File: config.mk
export PLATFORM = sky130hd
export DESIGN_NAME = hpmc_front
export DESIGN_NICKNAME = d
export VERILOG_FILES = /design/src/hdl/hpmc_pkg.sv /design/src/hdl/hpmc_front.sv
export VERILOG_INCLUDE_DIRS = /design/src /design/src/hdl
export SDC_FILE = /design/constraint.sdc
export NUM_CORES = 1
export LEC_CHECK = 0
export ABC_AREA = 1
export BUFFER_PORTS_ARGS = -buffer_cell sky130_fd_sc_hd__buf_2
export CAP_MARGIN = 30
export CORE_UTILIZATION = 59
export DETAILED_ROUTE_END_ITERATION = 16
export GPL_TIMING_DRIVEN = 0
export PLACE_DENSITY = 0.94
export SETUP_SLACK_MARGIN = 0.02
export SLEW_MARGIN = 0
export SYNTH_ARGS = -nofsm -noshare
export SYNTH_HDL_FRONTEND = slang
export SYNTH_SLANG_ARGS = --single-unit
export TNS_END_PERCENT = 50
File: constraint.sdc
create_clock -name clk_i -period 5.99 [get_ports clk_i]
set_input_delay 0.2995 -clock clk_i [delete_from_list [all_inputs] [get_ports clk_i]]
set_output_delay 0.2995 -clock clk_i [all_outputs]
set_load 0.02 [all_outputs]
File: src/hdl/half_pel_motion_compensation_assert.svh
// Assertion macros shared by the motion compensation modules.
// Each macro expects clk_i and rst_ni in the scope where it is used.
`ifndef HALF_PEL_MOTION_COMPENSATION_ASSERT_SVH
`define HALF_PEL_MOTION_COMPENSATION_ASSERT_SVH

// The consequent must hold in the same cycle as the antecedent.
`define HPMC_ASSERT_NOW(lbl, ante, cons) \
  lbl: assert property (@(posedge clk_i) disable iff (!rst_ni) (ante) |-> (cons)) \
    else $error("hpmc assertion failed");

// The consequent must hold in the cycle after the antecedent.
`define HPMC_ASSERT_NEXT(lbl, ante, cons) \
  lbl: assert property (@(posedge clk_i) disable iff (!rst_ni) (ante) |=> (cons)) \
    else $error("hpmc assertion failed");

`endif

File: src/hdl/hpmc_pkg.sv
`timescale 1ns / 1ps
package hpmc_pkg;

  localparam int POS_W     = 11;
  localparam int COORD_W   = POS_W + 1;
  localparam int SAMPLE_W  = 8;
  localparam int CFG_W     = 9;
  localparam int CFG_IDX_W = 2;

  localparam logic [CFG_IDX_W-1:0] CFG_PLANE_WIDTH  = 2'd0;
  localparam logic [CFG_IDX_W-1:0] CFG_PLANE_HEIGHT = 2'd1;
  localparam logic [CFG_W-1:0]     CFG_DIM_RESET    = 9'd256;

  localparam logic KIND_WRITE   = 1'b0;
  localparam logic KIND_PREDICT = 1'b1;

  typedef logic [SAMPLE_W-1:0] sample_t;

  typedef struct packed {
    logic valid;
    logic wr;
    logic hx;
    logic hy;
    logic avg;
    logic hit;
  } ctl_t;

endpackage

File: src/hdl/hpmc_front.sv
`timescale 1ns / 1ps
`include "half_pel_motion_compensation_assert.svh"
module hpmc_front import hpmc_pkg::*; #(
  parameter int PLANE_W = 256,
  parameter int PLANE_H = 256
) (
  input  logic                       clk_i,
  input  logic                       rst_ni,
  input  logic                       cfg_valid_i,
  input  logic [CFG_IDX_W-1:0]       cfg_index_i,
  input  logic [CFG_W-1:0]           cfg_data_i,
  input  logic                       in_valid_i,
  input  logic                       adv_i,
  input  logic                       kind_i,
  input  logic signed [POS_W-1:0]    pos_x_i,
  input  logic signed [POS_W-1:0]    pos_y_i,
  input  sample_t                    ref_value_i,
  input  logic                       half_x_i,
  input  logic                       half_y_i,
  input  logic                       average_i,
  input  sample_t                    prior_value_i,
  output ctl_t                       ctl_o,
  output logic [$clog2(PLANE_W)-1:0] col0_o,
  output logic [$clog2(PLANE_W)-1:0] col1_o,
  output logic [$clog2(PLANE_H)-1:0] row0_o,
  output logic [$clog2(PLANE_H)-1:0] row1_o,
  output sample_t                    ref_o,
  output sample_t                    prior_o
);

  localparam int COL_W = $clog2(PLANE_W);
  localparam int ROW_W = $clog2(PLANE_H);
  localparam logic [COORD_W-1:0] W_MAX = COORD_W'(PLANE_W);
  localparam logic [COORD_W-1:0] H_MAX = COORD_W'(PLANE_H);

  function automatic logic [COORD_W-1:0] clamp_fn(input logic [COORD_W-1:0] v,
                                                  input logic [COORD_W-1:0] dim);
    if (v[COORD_W-1]) return '0;
    if (v >= dim) return dim - COORD_W'(1);
    return v;
  endfunction

  function automatic logic outside_fn(input logic [COORD_W-1:0] v,
                                      input logic [COORD_W-1:0] dim);
    return v[COORD_W-1] || (v >= dim);
  endfunction

  function automatic logic [COORD_W-1:0] eff_dim_fn(input logic [CFG_W-1:0] r,
                                                    input logic [COORD_W-1:0] lim);
    if (r == '0) return COORD_W'(1);
    if (COORD_W'(r) > lim) return lim;
    return COORD_W'(r);
  endfunction

  logic [CFG_W-1:0]   width_q, height_q;
  logic [COORD_W-1:0] w_eff, h_eff;
  logic [COORD_W-1:0] x0, x1, y0, y1;
  logic [COORD_W-1:0] cx0, cx1, cy0, cy1;
  logic               is_wr, in_plane, hit;
  ctl_t               ctl_d, ctl_q;

  always_ff @(posedge clk_i or negedge rst_ni) begin
    if (!rst_ni) begin
      width_q  <= CFG_DIM_RESET;
      height_q <= CFG_DIM_RESET;
    end else if (cfg_valid_i) begin
      case (cfg_index_i)
        CFG_PLANE_WIDTH:  width_q  <= cfg_data_i;
        CFG_PLANE_HEIGHT: height_q <= cfg_data_i;
        default: ;
      endcase
    end
  end

  assign w_eff = eff_dim_fn(width_q, W_MAX);
  assign h_eff = eff_dim_fn(height_q, H_MAX);

  assign x0 = {pos_x_i[POS_W-1], pos_x_i};
  assign y0 = {pos_y_i[POS_W-1], pos_y_i};
  assign x1 = x0 + COORD_W'(1);
  assign y1 = y0 + COORD_W'(1);

  assign cx0 = clamp_fn(x0, w_eff);
  assign cx1 = clamp_fn(x1, w_eff);
  assign cy0 = clamp_fn(y0, h_eff);
  assign cy1 = clamp_fn(y1, h_eff);

  assign is_wr    = (kind_i == KIND_WRITE);
  assign in_plane = !outside_fn(x0, w_eff) && !outside_fn(y0, h_eff);
  assign hit      = outside_fn(x0, w_eff) || outside_fn(y0, h_eff) ||
                    (half_x_i && outside_fn(x1, w_eff)) ||
                    (half_y_i && outside_fn(y1, h_eff));

  always_comb begin
    ctl_d.valid = in_valid_i && (!is_wr || in_plane);
    ctl_d.wr    = is_wr;
    ctl_d.hx    = half_x_i;
    ctl_d.hy    = half_y_i;
    ctl_d.avg   = average_i;
    ctl_d.hit   = hit;
  end

  always_ff @(posedge clk_i or negedge rst_ni) begin
    if (!rst_ni) begin
      ctl_q <= '0;
    end else if (adv_i) begin
      ctl_q <= ctl_d;
    end
  end

  always_ff @(posedge clk_i) begin
    if (adv_i) begin
      col0_o  <= cx0[COL_W-1:0];
      col1_o  <= is_wr ? cx0[COL_W-1:0] : cx1[COL_W-1:0];
      row0_o  <= cy0[ROW_W-1:0];
      row1_o  <= is_wr ? cy0[ROW_W-1:0] : cy1[ROW_W-1:0];
      ref_o   <= ref_value_i;
      prior_o <= prior_value_i;
    end
  end

  assign ctl_o = ctl_q;

  `HPMC_ASSERT_NEXT(a_neg_write_dropped, in_valid_i && adv_i && (kind_i == KIND_WRITE) && pos_x_i[POS_W-1], !ctl_q.valid)

endmodule

* Word level (Yosys, flattened, before mapping)
Cells that the tools add are included.
** Storage, ports and cells
- Bits in registers :: 72
- Bits of input ports :: 58
** Operators by class
- $add $sub $neg :: 4
- $lt $le $gt $ge :: 6
- Equality and inequality tests :: 1
- Mux-type cells :: 44
- Bitwise gates (word level) :: 1
- Reduce and logical (&&, ||, !) cells :: 19
** Operator list (number)
- 8-bit two-way mux :: 18
- 12-bit two-way mux :: 8
- 12-bit greater-or-equal comparator :: 4
- 11-bit by 2-bit adder with 12-bit output, second input constant :: 2
- 9-bit greater-than comparator, second input constant :: 2
- 9-bit logical NOT :: 2
- 1-bit two-way mux :: 18
- 8-bit by 1-bit subtractor with 8-bit output, second input constant :: 2
- 1-bit logical OR :: 8
- 1-bit logical AND :: 4
- 2-bit AND reduction :: 2
- 2-bit by 1-bit == test with 1-bit output, second input constant :: 1
- 1-bit logical NOT :: 2
- 2-bit logical NOT :: 1
- 1-bit inverter :: 1

* Depth between registers and ports, before layout
- Depth in word-level cells :: 11
- Mapped depth :: 22
- Depth with buffers taken out :: 22

* Worst setup path before layout
OpenSTA, ideal clock, no wires.
- Path type :: reg-to-reg
- Start point :: register height_q[5]
- End point :: register row1_o[6] (data pin)
- Library setup time :: 0.257 ns
- Arrival time :: 2.130 ns
- Data required time :: 5.733 ns
- Path slack :: 3.603 ns
- Stages on the path, launching flop included :: 18
- Path buffers :: 1
- Cells stage by stage :: dfrtp_1 -> nor2_1 -> nand3_1 -> nor2_1 -> nor2_1 -> nor2_1 -> inv_1 -> ha_1 -> nand2_1 -> nor2_1 -> nand3_1 -> nand4_1 -> buf_2 -> nand2_1 -> o21ai_1 -> nor2_1 -> nand2_1 -> nand2_1
** Between the ends
- Word-level cells in the longest chain between the ends :: 11
- Elaborated cells on any way between the ends :: 22
- Classes of those cells :: 1 x add/sub; 3 x order compare; 17 x mux; 1 x reduce/logical
** Ends and longest elaborated chain
- start: declaration :: line hpmc_front.sv:55 : logic [CFG_W-1:0] width_q, height_q;
- start signal: assignment :: line hpmc_front.sv:69 : CFG_PLANE_HEIGHT: height_q <= cfg_data_i;
- 9-bit greater-than comparator :: line hpmc_front.sv:51 : if (COORD_W'(r) > lim) return lim;
- 1-bit two-way mux (2 in a row) :: line hpmc_front.sv:51
- 12-bit two-way mux :: line hpmc_front.sv:52 : return COORD_W'(r);
- 12-bit two-way mux (*) :: line hpmc_front.sv:51
- 12-bit greater-or-equal comparator :: line hpmc_front.sv:39 : if (v >= dim) return dim - COORD_W'(1);
- 1-bit two-way mux (2 in a row) :: line hpmc_front.sv:39
- 8-bit two-way mux (*) :: line hpmc_front.sv:40 : return v;
- 8-bit two-way mux (*) :: line hpmc_front.sv:39
- via cy0[6] :: line hpmc_front.sv:58 : logic [COORD_W-1:0] cx0, cx1, cy0, cy1;
- 8-bit two-way mux (*) :: line hpmc_front.sv:116 : row1_o <= is_wr ? cy0[ROW_W-1:0] : cy1[ROW_W-1:0];
- end signal: assignment :: line hpmc_front.sv:116
- end: declaration :: line hpmc_front.sv:26 : output logic [$clog2(PLANE_H)-1:0] row1_o,
The timed path passes the listed nets; every way through them passes the cells marked *. The select of a mux whose other input is x is not followed.
A chain may end at the register's enable or synchronous reset.

* Final worst setup path
- Start point :: register height_q[3]
- End point :: register row1_o[6] (data pin)
Same word-level chain as after synthesis.

==> results.tsv <==
metric	value	unit
num_rows	32	
rsz0062_at_grt	no	
layout_commonest_cell	nand2_1	
synthMuxAreaShare	0	%
leakage	2.89	nW
synth-xor-area-share	3.52	%
drive_gt1_share	22.1	%
antenna_left	0	
place_inst	791	
cts_tree	done	
yosys.area_share.simple	25.3	%
cts_sinks	72	
yosysSeqAreaShare	43.2	%
ys_ff_latch	72	
cp_slowest_cell	dfrtp_1	
multiInputGateArea	2320	um^2
p_seq_share	41.3	%
syn_avg_cell_area	8.17	um^2
power.density	275	nW/um^2
power_switching_share	38.5	%
die_h	91.6	um
start_kind	register	
wl_per_cell	14.7	um
final_nets	801	
diodes	0	
clk_pin_slew	0.09	ns
clock_latency	0.36	ns
status	finished, final reports clean	
grt_overflow	0	
p_int	0.952	mW
fmax	0.339	GHz
drtIter0Drc	397	
synth_edf_count	48	
core_region_area	7730	um^2
ys.warnings.count	0	
critPathMostFrequentCell	nand2_1	
crit_required	6.10	ns
grt_pass1_wl	19000	um
start_util	61.2	%
grt_pass1_vias	4223	
vias	4508	
via_per_inst	5.57	
synthAdderAreaFrac	10.8	%
critical_path_arrival	3.06	ns
comb_power_share	35.2	%
detailedRoute.firstPassIterationCount	10	
slew-limit-headroom	52.3	%
fill_cells	571	
hold_violations	0	
seq_area	2040	um^2
ir_worst_vdd	0.143	mV
ys_types	36	
drc	0	
crit_type	reg -> reg	
ctsLongestPathBuffers	2	
cts_resized	0	
drt_wl_total	11900	um
io_pins	112	
critPathMaxStageDelay	0.41	ns
finalPower	1.55	mW
dp_hpwl	9170	um
layout.cells.non_filler	809	
pwr-share-clk	23.5	%
synth_compound_area_share	9.39	%
final_cell_mix	nand2_1 (170), buf_2 (112), inv_1 (83)	
p_sw	0.596	mW
min_period	2.95	ns
dieArea	8380	um^2
gp_congestion	0.951	
crit_chain	nor2_1, nand2_1, nor2_1, nor2_1, nor2_1, inv_1, ha_1, nand2_1, o21ai_0, nand2_1, nand4_1, buf_2, nand2_1, o21ai_1, nor2_1, nand2_1, nand2_1	
grt_max_degree	55	
cp-end-kind	register	
cts_root_buf	clkbuf_8	
syn_inst	579	
synth_fp_nets	678	
hold_class	in -> reg	
die_width	91.6	um
finalCritPeriodShare	49.2	%
worstPathMaxFanout	10	
netlist_area	4730	um^2
synthFlopType	edfxtp_1	
fin_tns_setup	0	ns
area_growth_syn_to_layout	18.9	%
htree_levels	3	
max_slew.worst_pin.slew	0.716	ns
antenna_found_initial	0	
synth_top_family_by_area	simple AND/OR/NAND/NOR gates	
skew	0.0159	ns
cts_buffers	9	
finalSetupViolations	0	
io_buffers	110	
grt_usage	28.8	%
slew_viol_final	0	
ys_async_sr_fraction	33.3	%
drv_cap	0	
path summary, 6_finish.rpt:
kind	start	endpoint	slack [ns]	cells past startpoint
setup / recovery	height_q[3]	row1_o[6]	3.04	17
hold / removal	prior_value_i[3]	prior_o[3]	0.11	1
setup reg to reg	height_q[3]	row1_o[6]	3.04	17
hold reg to reg	height_q[6]	height_q[6]	0.50	2
max in group asynchronous	rst_ni	width_q[8]	5.16	2
min in group asynchronous	rst_ni	height_q[1]	0.45	2
logic make-up after synthesis:
family | count (synthesis)
adder cells (fa/ha/maj) | 41
AND/OR/NAND/NOR | 278
flip-flops | 72
buffers and inverters | 93
AO/OA/AOI/OAI | 76
XOR/XNOR | 19
sequential cells by signal, indices dropped and copies added, names as in the netlist:
name	flops
width_q	9
ref_o	8
ctl_o	6
row0_o	8
col0_o	8
height_q	9
prior_o	8
col1_o	8
row1_o	8
layout make-up:
cell class	count	area share, %
multi-input combinational	414	41.3
sequential	72	36.3
timing repair buffer	112	10.3
inverter	86	5.74
tap	102	2.27
clock buffer	9	2.20
clock inverter	7	1.09
buffer	7	0.778
through the flow:
| stage | area [um^2] | hold slack [ns] | setup WS, ns | utilization, % |
|---|---|---|---|---|
| global route | 5630 | 0.101 | 2.70 | 72.8 |
| CTS | 5610 | 0.105 | 3.02 | 72.5 |
| floorplan | 4730 | 0.00391 | 3.60 | - |
| global placement | 5410 | 0.297 | 3.27 | 70.0 |
| detailed placement | 5410 | 0.303 | 3.05 | 70.0 |
| finish | 5630 | 0.114 | 3.04 | 72.8 |
critical path: cells and delay by family, from the launching register on:
kind / cells / cell delay, ns
AND/OR/NAND/NOR: 12 / 1.27
buffers and inverters: 2 / 0.41
flip-flops: 1 / 0.41
AO/OA/AOI/OAI: 2 / 0.31
adder cells (fa/ha/maj): 1 / 0.29
power groups by stage:
stage          registers, mW  logic (mW)  clock network, mW
2_1_floorplan          0.699       0.310                  0
6_report               0.639       0.545              0.364
3_3_place_gp           0.644       0.501                  0
3_5_place_dp           0.649       0.528                  0
4_1_cts                0.639       0.532              0.362
5_1_grt                0.646       0.611              0.382
synth_stat cells (3+ instances only):
cell	number	area [um^2]
a211oi_1	4	30.0
a21oi_1	15	75.1
clkbuf_1	3	11.3
dfrtp_1	22	551
edfxtp_1	48	1440
ha_1	41	513
inv_1	83	312
inv_2	3	11.3
nand2_1	170	638
nand2_2	3	18.8
nand3_1	34	170
nand3_2	4	40.0
nand4_1	7	43.8
nor2_1	44	165
nor2_2	3	18.8
nor3_1	6	30.0
o211ai_1	5	37.5
o21ai_0	37	185
o21ai_1	6	30.0
xnor2_1	5	43.8
xor2_1	14	123
what timing repair did:
item	in CTS	in global routing
hold buffers	1	0
endpoints found under the hold margin	22	0
setup endpoints to repair	0	0
setup buffers	0	0
per-layer routing:
layer / wire length [um] / track usage (%)
met1: 4610 / 35.7
met3: 1020 / 3.60
met4: 368 / 12.7
met5: 0 / 0
met2: 5870 / 50.3
Power figures use the tool's default switching activity.
