==> src/hdl/half_pel_motion_compensation_assert.svh <==
// Assertion macros shared by the motion compensation modules.
// Each macro expects clk_i and rst_ni in the scope where it is used.
`ifndef HALF_PEL_MOTION_COMPENSATION_ASSERT_SVH
`define HALF_PEL_MOTION_COMPENSATION_ASSERT_SVH

// The consequent must hold in the same cycle as the antecedent.
`define HPMC_ASSERT_NOW(lbl, ante, cons) \
  lbl: assert property (@(posedge clk_i) disable iff (!rst_ni) (ante) |-> (cons)) \
    else $error("hpmc assertion failed");

// The consequent must hold in the cycle after the antecedent.
`define HPMC_ASSERT_NEXT(lbl, ante, cons) \
  lbl: assert property (@(posedge clk_i) disable iff (!rst_ni) (ante) |=> (cons)) \
    else $error("hpmc assertion failed");

`endif

==> src/hdl/hpmc_pkg.sv <==
`timescale 1ns / 1ps
package hpmc_pkg;

  localparam int POS_W     = 11;
  localparam int COORD_W   = POS_W + 1;
  localparam int SAMPLE_W  = 8;
  localparam int CFG_W     = 9;
  localparam int CFG_IDX_W = 2;

  localparam logic [CFG_IDX_W-1:0] CFG_PLANE_WIDTH  = 2'd0;
  localparam logic [CFG_IDX_W-1:0] CFG_PLANE_HEIGHT = 2'd1;
  localparam logic [CFG_W-1:0]     CFG_DIM_RESET    = 9'd256;

  localparam logic KIND_WRITE   = 1'b0;
  localparam logic KIND_PREDICT = 1'b1;

  typedef logic [SAMPLE_W-1:0] sample_t;

  typedef struct packed {
    logic valid;
    logic wr;
    logic hx;
    logic hy;
    logic avg;
    logic hit;
  } ctl_t;

endpackage

==> src/hdl/hpmc_filter.sv <==
`timescale 1ns / 1ps
`include "half_pel_motion_compensation_assert.svh"
module hpmc_filter import hpmc_pkg::*; (
  input  logic    clk_i,
  input  logic    rst_ni,
  input  ctl_t    ctl_i,
  input  sample_t prior_i,
  input  sample_t a_i,
  input  sample_t b_i,
  input  sample_t c_i,
  input  sample_t e_i,
  input  logic    out_stall_i,
  output logic    adv_o,
  output logic    out_valid_o,
  output sample_t pred_value_o,
  output logic    clamped_o
);

  localparam logic [1:0] HALF_NONE = 2'b00;
  localparam logic [1:0] HALF_Y    = 2'b01;
  localparam logic [1:0] HALF_X    = 2'b10;
  localparam logic [1:0] HALF_XY   = 2'b11;

  logic [SAMPLE_W:0]   sum_ab, sum_ac, sum_avg;
  logic [SAMPLE_W+1:0] sum4;
  sample_t             interp, pred_d;
  logic                out_valid_q;

  assign sum_ab = (SAMPLE_W+1)'(a_i) + (SAMPLE_W+1)'(b_i) + (SAMPLE_W+1)'(1);
  assign sum_ac = (SAMPLE_W+1)'(a_i) + (SAMPLE_W+1)'(c_i) + (SAMPLE_W+1)'(1);
  assign sum4   = (SAMPLE_W+2)'(a_i) + (SAMPLE_W+2)'(b_i) + (SAMPLE_W+2)'(c_i) +
                  (SAMPLE_W+2)'(e_i) + (SAMPLE_W+2)'(2);

  always_comb begin
    case ({ctl_i.hx, ctl_i.hy})
      HALF_NONE: interp = a_i;
      HALF_X:    interp = sum_ab[SAMPLE_W:1];
      HALF_Y:    interp = sum_ac[SAMPLE_W:1];
      HALF_XY:   interp = sum4[SAMPLE_W+1:2];
      default:   interp = a_i;
    endcase
  end

  assign sum_avg = (SAMPLE_W+1)'(prior_i) + (SAMPLE_W+1)'(interp) + (SAMPLE_W+1)'(1);
  assign pred_d  = ctl_i.avg ? sum_avg[SAMPLE_W:1] : interp;

  assign adv_o = !out_valid_q || !out_stall_i;

  always_ff @(posedge clk_i or negedge rst_ni) begin
    if (!rst_ni) begin
      out_valid_q <= 1'b0;
    end else if (adv_o) begin
      out_valid_q <= ctl_i.valid && !ctl_i.wr;
    end
  end

  always_ff @(posedge clk_i) begin
    if (adv_o) begin
      pred_value_o <= pred_d;
      clamped_o    <= ctl_i.hit;
    end
  end

  assign out_valid_o = out_valid_q;

  `HPMC_ASSERT_NEXT(a_predict_reaches_out, adv_o && ctl_i.valid && !ctl_i.wr, out_valid_q)
  `HPMC_ASSERT_NEXT(a_full_pel_passes, adv_o && ctl_i.valid && !ctl_i.wr && !ctl_i.hx && !ctl_i.hy && !ctl_i.avg, pred_value_o == $past(a_i))

endmodule

==> config.mk <==
export PLATFORM = sky130hd
export DESIGN_NAME = hpmc_filter
export DESIGN_NICKNAME = d
export VERILOG_FILES = /design/src/hdl/hpmc_pkg.sv /design/src/hdl/hpmc_filter.sv
export VERILOG_INCLUDE_DIRS = /design/src /design/src/hdl
export SDC_FILE = /design/constraint.sdc
export NUM_CORES = 1
export LEC_CHECK = 0
export ABC_AREA = 1
export BUFFER_PORTS_ARGS = -buffer_cell sky130_fd_sc_hd__buf_2
export CAP_MARGIN = 10
export CORE_MARGIN = 5
export CORE_UTILIZATION = 37
export DETAILED_ROUTE_END_ITERATION = 10
export GPL_ROUTABILITY_DRIVEN = 1
export PLACE_DENSITY = 0.57
export REMOVE_ABC_BUFFERS = 1
export SYNTH_ARGS = -nofsm -noshare
export SYNTH_HDL_FRONTEND = slang
export SYNTH_SLANG_ARGS = --single-unit
export TNS_END_PERCENT = 30
==> constraint.sdc <==
create_clock -name clk_i -period 1.1 [get_ports clk_i]
set_input_delay 0.11 -clock clk_i [delete_from_list [all_inputs] [get_ports clk_i]]
set_output_delay 0.11 -clock clk_i [all_outputs]
set_load 0.02 [all_outputs]
# Word level (Yosys, flattened, before mapping)
# Cells that the tools add are included.
[classes]
shifts = 0
mul = 0
add_sub_neg = 10
div_mod_pow = 0
n_bitwise = 0
mux = 2
order_cmp = 0
n_eq_ne = 3
reduce_logical = 6
[op_table]
columns = ["operator", "n"]
rows = [
  ["$add A8 B8 Y9", 4],
  ["$pmux W8 S4", 1],
  ["$add A9 B1 Y9 const B", 3],
  ["$add A10 B2 Y10 const B", 1],
  ["$add A10 B8 Y10", 1],
  ["$add A9 B8 Y10", 1],
  ["$mux W8", 1],
  ["$eq A2 B2 Y1 const B", 2],
  ["$logic_not A1 Y1", 3],
  ["$eq A2 B1 Y1 const B", 1],
  ["$logic_not A2 Y1", 1],
  ["$logic_and A1 B1 Y1", 1],
  ["$logic_or A1 B1 Y1", 1],
]
[totals]
mem_bits_ro = 0
register_bits = 10
mem_count = 0
ramBits = 0
latch_bits = 0

# Depth between registers and ports, before layout
# Gate-level depths: netlist (run 1).
[logic_depth]
depth_word = 8
mapped_depth = 26
ltp_nobuf = 26

# Worst setup path before layout (run 1)
# No wires, ideal clock.
[synth_timing]
kind = "input-to-reg"
startpoint = "in a_i[3]"
endpoint = "reg pred_value_o[7] (data pin)"
stages = 20
setup_slack_ns = -2.428
setup_ns = 0.256
path_buffers = 0
t_arrival_ns = 3.272
path_cell_list = "inv_1 fa_1 fa_1 inv_1 ha_1 a21oi_1 o21a_1 nand2_1 or2_2 nand3_1 nand4_2 ha_1 nand2_1 nand2_1 a21oi_1 nor2_1 nor2_1 nor2_1 o21ai_0 nand2_1"
[synth_between]
elab_chain_len = 8
word_cells_on_any_way = 12
[synth_lines]
columns = ["item", "line", "text"]
rows = [
  ["start: declaration", "hpmc_filter.sv:8", "input sample_t a_i,"],
  ["$add A8 B8 Y9", "hpmc_filter.sv:29, hpmc_filter.sv:31", ""],
  ["$add A9 B8 Y10", "hpmc_filter.sv:31", "assign sum4 = (SAMPLE_W+2)'(a_i) + (SAMPLE_W+2)'(b_i) + (SAMPLE_W+2)'(c_i) +"],
  ["$add A10 B8 Y10", "hpmc_filter.sv:31", ""],
  ["$add A10 B2 Y10", "hpmc_filter.sv:32", "(SAMPLE_W+2)'(e_i) + (SAMPLE_W+2)'(2);"],
  ["$pmux W8 S4 *", "hpmc_filter.sv:35", "case ({ctl_i.hx, ctl_i.hy})"],
  ["$add A8 B8 Y9", "hpmc_filter.sv:44", "assign sum_avg = (SAMPLE_W+1)'(prior_i) + (SAMPLE_W+1)'(interp) + (SAMPLE_W+1)'(1);"],
  ["$add A9 B1 Y9", "hpmc_filter.sv:44", ""],
  ["$mux W8 *", "hpmc_filter.sv:45", "assign pred_d = ctl_i.avg ? sum_avg[SAMPLE_W:1] : interp;"],
  ["via pred_d[7]", "hpmc_filter.sv:26", "sample_t interp, pred_d;"],
  ["end signal: assignment", "hpmc_filter.sv:59", "pred_value_o <= pred_d;"],
  ["end: declaration", "hpmc_filter.sv:15", "output sample_t pred_value_o,"],
]
# The timed path passes the listed nets; every way through them passes the cells marked *.
# A chain may end at the register's enable or synchronous reset.

# Worst setup path in the final report (run 1)
[layout_timing]
startpoint = "in b_i[5]"
endpoint = "reg pred_value_o[6] (data pin)"
[layout_between]
elab_chain_len = 8
word_cells_on_any_way = 10
[layout_lines]
columns = ["item", "line", "text"]
rows = [
  ["start: declaration", "hpmc_filter.sv:9", "input sample_t b_i,"],
  ["$add A8 B8 Y9", "hpmc_filter.sv:29, hpmc_filter.sv:31", ""],
  ["$add A9 B8 Y10", "hpmc_filter.sv:31", ""],
  ["$add A10 B8 Y10", "hpmc_filter.sv:31", ""],
  ["$add A10 B2 Y10", "hpmc_filter.sv:32", ""],
  ["$pmux W8 S4 *", "hpmc_filter.sv:35", ""],
  ["$add A8 B8 Y9", "hpmc_filter.sv:44", ""],
  ["$add A9 B1 Y9", "hpmc_filter.sv:44", ""],
  ["$mux W8 *", "hpmc_filter.sv:45", ""],
  ["via pred_d[6]", "hpmc_filter.sv:26", ""],
]
# Marked as above.

==> impl_metrics.yaml, run 1 <==
global_routing:
  grt-ovfl-total: 0
  grt_max_degree: 13
  grt_pass1_vias: 3117
  grt_use_total_pct: 18.9
  grt_first_pass_wirelength_um: 13300
  antenna_found_initial: 0
route:
  via_per_inst: 4.72
  wire_per_inst_um: 12.5
  antenna_left: 0
  drt_wl_total_um: 7880
  vias: 2984
  drc_errors: 0
  firstDrtPassIters: 4
  dr.first_iter.drc_count: 110
sta:
  finalSetupViolCount: 8
  layout_setup_ws_ps: -2290
  finalCritPeriodShare_pct: 308
  tightest_slew_ps: 366
  rsz0062_at_grt: "yes"
  max-slew-margin-rel_pct: 75.6
  fin_crit_ps: 3390
  fmax_ghz: 0.295
  skew_ps: 2.25
  slew_viol_final: 0
  hold_viol: 0
min_path:
  worstHoldStart: "ctl_i[0]"
  min_to: "clamped_o"
  min_path_cells: 1
  hp-class: "primary input to flop"
worst_setup_path:
  endpoint_kind: "flop"
  startpoint_type: "primary input"
  cp.required_ps: 1090
  crit_type: "primary input to flop"
  timing.rr.start: "out_valid_o"
  r2r_end: "pred_value_o[5]"
  critPathArrivalTime_ps: 3380
  regToRegSetupSlack_ps: 220
  path_max_fanout: 5
  r2r_cells: 2
logic_synthesis:
  yosys-top-cells-count: "89 x inv_1, 77 x nand2_1, 34 x nand3_1"
  yosysWarningCount: 0
  synth_cell_types: 39
  synth_top_area_share_pct: 15.4
  yosysTopAreaCell: "ha_1"
  ys_dominant_reg_cell: "edfxtp_1"
  syn_area_sq_um: 2520
  ys_seq_area_share_pct: 11.7
  synth_cells: 375
  synthArstFlopShare_pct: 10.0
  synth_seq_cells: 10
  synth_most_common_cell: "inv_1"
  synth_enable_flop_cells: 9
  avgSynthCellArea_sq_um: 6.73
  synth_area_leaders: "ha_1 15%, fa_1 14%, inv_1 13%, nand2_1 11%, edfxtp_1 11%"
finish:
  fin_util_pct: 63.0
  syn2layout_area_growth_pct: 67.7
  fin_cells: 632
  drive_above_1_share_pct: 46.7
  n_antenna_cell: 0
  nets: 651
clock_network:
  cts_buffers: 3
  cts_sinks: 10
  clkLatencyLatePin_ps: 240
  cts_root_buffer: "clkbuf_8"
  h-tree-depth: 1
  cts_buffer_depth: 2
  cts.clk_slew.worst_paths_ps: 50
  cts_tree: "yes"
power_and_ir_drop:
  combPwrFrac_pct: 81.0
  peakVddDrop_uv: 402
  power_leakage_uw: 0.00232
  cellPowerDensity_nw_per_um2: 1160
  power_switching_uw: 2100
  pwr-share-seq_pct: 11.1
  p_int_uw: 2810
  total_power_uw: 4910
  switching_share_pct: 42.7
  p_clk_share_pct: 7.9
floorplan:
  rows: 30
  dieArea_sq_um: 8580
  core_sq_um: 6720
  die_w_um: 92.6
  ios: 60
  die-height_um: 92.6
  start_util_pct: 37.6
place:
  dpl_worst_slack_ps: -2830
  gp_congestion: 0.889
  dp_hpwl_um: 6560
  port_buffers: 59
  dpl.cell_count: 614
status:
  violations: "setup timing"
  status: "complete, but fails checks"
flow_run:
  max_cap_viol_count: 0
-- critical path: stages --
cell and delay (ps):
buf_4 100, inv_2 40, fa_1 500, fa_1 560
inv_2 50, ha_4 260, a21oi_4 150, o21a_1 150
nand2_2 70, or2_4 230, nand3_2 70, nand4_4 100
ha_4 310, buf_6 100, nand2_4 50, nor3_2 190
nand2_2 90, nand2_1 70, nand2_1 50, nand3_1 60
nand2_1 50
-- how the worst max path moves through the flow --
stage | startpoint | to | slack, ps | cells past startpoint
floorplan | a_i[3] | pred_value_o[7] | -2430 | 20
global placement | b_i[5] | pred_value_o[7] | -2790 | 21
detailed placement | a_i[3] | pred_value_o[7] | -2830 | 21
CTS | c_i[3] | pred_value_o[7] | -2340 | 22
global route | a_i[2] | pred_value_o[7] | -2530 | 25
finish | b_i[5] | pred_value_o[6] | -2290 | 21
-- metrics by stage --
step | hold WS (ps) | setup TNS (ps) | instance area (sq um)
2_1_floorplan | -186 | -17860 | 2520
3_3_place_gp | -116 | -20100 | 3690
3_5_place_dp | -111 | -20550 | 3690
6_report | 54.7 | -16720 | 4230
5_1_grt | 47.8 | -18180 | 4230
4_1_cts | 54.9 | -16940 | 4070
-- power groups by stage --
stage,registers [uW],clock network [uW],logic [uW]
final,546,386,3980
after global routing,555,412,4390
after CTS,549,389,3590
after detailed placement,555,0,3020
after global placement,552,0,2950
after floorplan,673,0,1570
-- cell families (layout without fill, tap and decap cells) --
| logic type | after synthesis | count (layout) | synth area share [%] |
|---|---|---|---|
| simple gates | 159 | 159 | 29.4 |
| fa+ha+maj | 49 | 49 | 29.6 |
| compound gates | 61 | 61 | 14.6 |
| xor+xnor | 2 | 2 | 0.694 |
| buf+inv | 94 | 271 | 14.0 |
| flops | 10 | 10 | 11.7 |
-- area by class of cell --
cell class                 instances  area, sq um
fill                             623         2480
multi-input combinational        271         2180
timing repair buffer             175         1270
inverter                          92          348
sequential                        10          295
tap                               80          100
clock buffer                       3         41.3
clock inverter                     1         3.75
-- state kept, by name, summed over array words and instances (netlist names) --
signal and count:
clamped_o 1, out_valid_o 1, pred_value_o 8
-- per-layer routing --
metal / part of all wire (%) / track usage (%) / up-vias
li1: - / - / 1567
met4: 2.1 / 5.37 / 0
met2: 52 / 36.4 / 58
met5: 0 / 0 / -
met3: 3.3 / 0.975 / 12
met1: 43 / 22.4 / 1347
-- cell usage in the layout, fill, tap and decap left out, types with 4 or more instances in the layout --
cell type and count:
a21oi_1 14, a21oi_2 7, buf_2 50, buf_4 108, buf_6 13, edfxtp_1 9, fa_1 16, ha_1 20
ha_4 11, inv_1 69, inv_2 22, nand2_1 63, nand2_2 12, nand2_4 5, nand3_1 30, nand3_2 4
nand3b_1 6, nand4_1 9, nor2_1 18, o21ai_0 5, o21ai_1 14
-- repair_timing --
| action | in CTS | in global routing |
|---|---|---|
| setup endpoints to repair | 9 | 9 |
| hold endpoints to repair | 1 | 0 |
| setup buffers | 12 | 2 |
| resized for setup | 46 | 52 |
| hold buffers | 1 | 0 |
| pin swaps | 35 | 41 |
Note: power is estimated with default switching activity, not from simulation.
==> run 2: changes to the inputs <==
--- a/config.mk
+++ b/config.mk
@@ -10,10 +10,10 @@
 export BUFFER_PORTS_ARGS = -buffer_cell sky130_fd_sc_hd__buf_2
 export CAP_MARGIN = 10
 export CORE_MARGIN = 5
-export CORE_UTILIZATION = 37
+export CORE_UTILIZATION = 45
 export DETAILED_ROUTE_END_ITERATION = 10
 export GPL_ROUTABILITY_DRIVEN = 1
-export PLACE_DENSITY = 0.57
+export PLACE_DENSITY = 0.67
 export REMOVE_ABC_BUFFERS = 1
 export SYNTH_ARGS = -nofsm -noshare
 export SYNTH_HDL_FRONTEND = slang
==> impl_metrics.yaml, run 2 (synthesis results as in run 1) <==
flow_run:
  max_cap_viol_count: 0
worst_setup_path:
  startpoint_type: "primary input"
  path_max_fanout: 4
  path_cells: "buf_6 -> fa_2 -> inv_2 -> fa_2 -> inv_1 -> nand3_4 -> nand2_4 -> buf_6 -> nand3_2 -> nand2_2 -> a21oi_2 -> o21ai_2 -> a31oi_2 -> ha_1 -> buf_4 -> buf_4 -> nand2_1 -> inv_1 -> nand2_1 -> nand2_2 -> nand2_1 -> nand3_1 -> nand3_1 -> nand2_1"
  crit_buf_inv: 7
  max_stage_delay_ps: 560
  crit_family: "adder cells"
  slowest_stage: "fa_2"
  cp.required_ps: 1100
  crit_type: "primary input to flop"
  critPathArrivalTime_ps: 3450
  crit_path_frequent_cell: "nand2_1"
  timing.rr.start: "out_valid_o"
  endpoint_kind: "flop"
  critPathLaunch: "a_i[0]"
floorplan:
  die_w_um: 84.9
  start_util_pct: 46.1
  rows: 27
  dieArea_sq_um: 7210
  die-height_um: 84.9
  core_sq_um: 5470
  ios: 60
place:
  dp_hpwl_um: 6450
  port_buffers: 59
  gp_congestion: 0.858
  dpl_worst_slack_ps: -2830
finish:
  drive_above_1_share_pct: 46.7
  most-common-layout-cells: "108 x buf_4, 73 x inv_1, 67 x nand2_1, 52 x buf_2, 27 x nand3_1"
  layout_commonest_cell: "buf_4"
  n_antenna_cell: 0
  top_register: "pred_value_o"
  syn2layout_area_growth_pct: 66.6
  fillers: 384
  largest_register_ffs: 8
  nets: 649
sta:
  finalSetupViolCount: 8
  rsz0062_at_grt: "yes"
  skew_ps: 1.89
  slew_viol_final: 0
  fin_crit_ps: 3450
  tns_ps: -17330
  fmax_ghz: 0.290
  max-slew-margin-rel_pct: 71.1
  finalCritPeriodShare_pct: 314
  tightest_slew_ps: 433
  hold_viol: 0
  layout_setup_ws_ps: -2350
power_and_ir_drop:
  peakVddDrop_uv: 643
  total_power_uw: 5070
  power_leakage_uw: 0.00230
  cellPowerDensity_nw_per_um2: 1210
route:
  firstDrtPassIters: 5
  vias: 3169
  antenna_left: 0
  via_per_inst: 5.09
  dr.first_iter.drc_count: 195
  wire_per_inst_um: 13.8
  drc_errors: 0
  drt_wl_total_um: 8600
clock_network:
  clkLatencyLatePin_ps: 250
  h-tree-depth: 1
  cts_buffer_depth: 2
  cts_sinks: 10
  cts_tree: "yes"
  cts_buffers: 3
  cts.clk_slew.worst_paths_ps: 50
  cts_root_buffer: "clkbuf_8"
global_routing:
  grt-ovfl-total: 0
  grt_use_total_pct: 22.2
  grt_pass1_vias: 3096
  antenna_found_initial: 0
  grt_first_pass_wirelength_um: 13400
  grt_max_degree: 13
min_path:
  hp-class: "primary input to flop"
  worstHoldStart: "ctl_i[0]"
status:
  violations: "setup timing"
  status: "complete, but fails checks"
[run 2: cell count changes in the layout (fill, tap and decap cells not counted), moves of 3 or more]
cell	delta
inv_1	+4
inv_2	-3
nand2_1	+4
nand3_1	-3
nand3_2	+3
o21ai_0	-3
[run 2: layout make-up]
type,count,area [sq um],area share [%]
multi-input combinational,271,2200,52.4
timing repair buffer,173,1220,28.9
inverter,92,345,8.21
sequential,10,295,7.02
tap,72,90.1,2.14
clock buffer,4,55.1,1.31
[run 2: final timing paths]
path | endpoint | slack, ps | cells after the start
max | pred_value_o[6] | -2350 | 24
min | clamped_o | 40 | 1
max reg2reg | pred_value_o[7] | 180 | 2
min reg2reg | out_valid_o | 700 | 3
max in group asynchronous | out_valid_o | 830 | 2
min in group asynchronous | out_valid_o | 180 | 2
[run 2: metrics by stage]
step | hold slack [ps] | instance area (sq um) | instances | util (%)
final | 38.5 | 4210 | 622 | 76.9
after global routing | 36.2 | 4210 | 622 | 76.9
after CTS | 36.5 | 3980 | 618 | 72.8
after detailed placement | -115 | 3670 | 606 | 67.0
after global placement | -116 | 3670 | 606 | 67.0
after floorplan | -186 | 2520 | 373 | -
[run 2: metal layers]
metal,vias up,share of wire (%),track usage [%]
li1,1564,-,-
met4,0,1.5,4.60
met2,100,51,40.4
met5,-,0,0
met1,1489,42,28.3
met3,16,5.1,2.33
[run 2: power by group]
group / internal [uW] / switching (uW) / leakage (uW)
clock: 317 / 168 / 0.0000288
sequential: 528 / 23.8 / 0.000107
combinational: 2010 / 2020 / 0.00216
total: 2850 / 2220 / 0.00230
[run 2: what timing repair did]
action,CTS,global route
hold buffers,1,0
pin swaps,32,42
hold endpoints to repair,1,0
endpoints found under the setup margin,9,9
buffers inserted,7,5
resized for setup,46,46
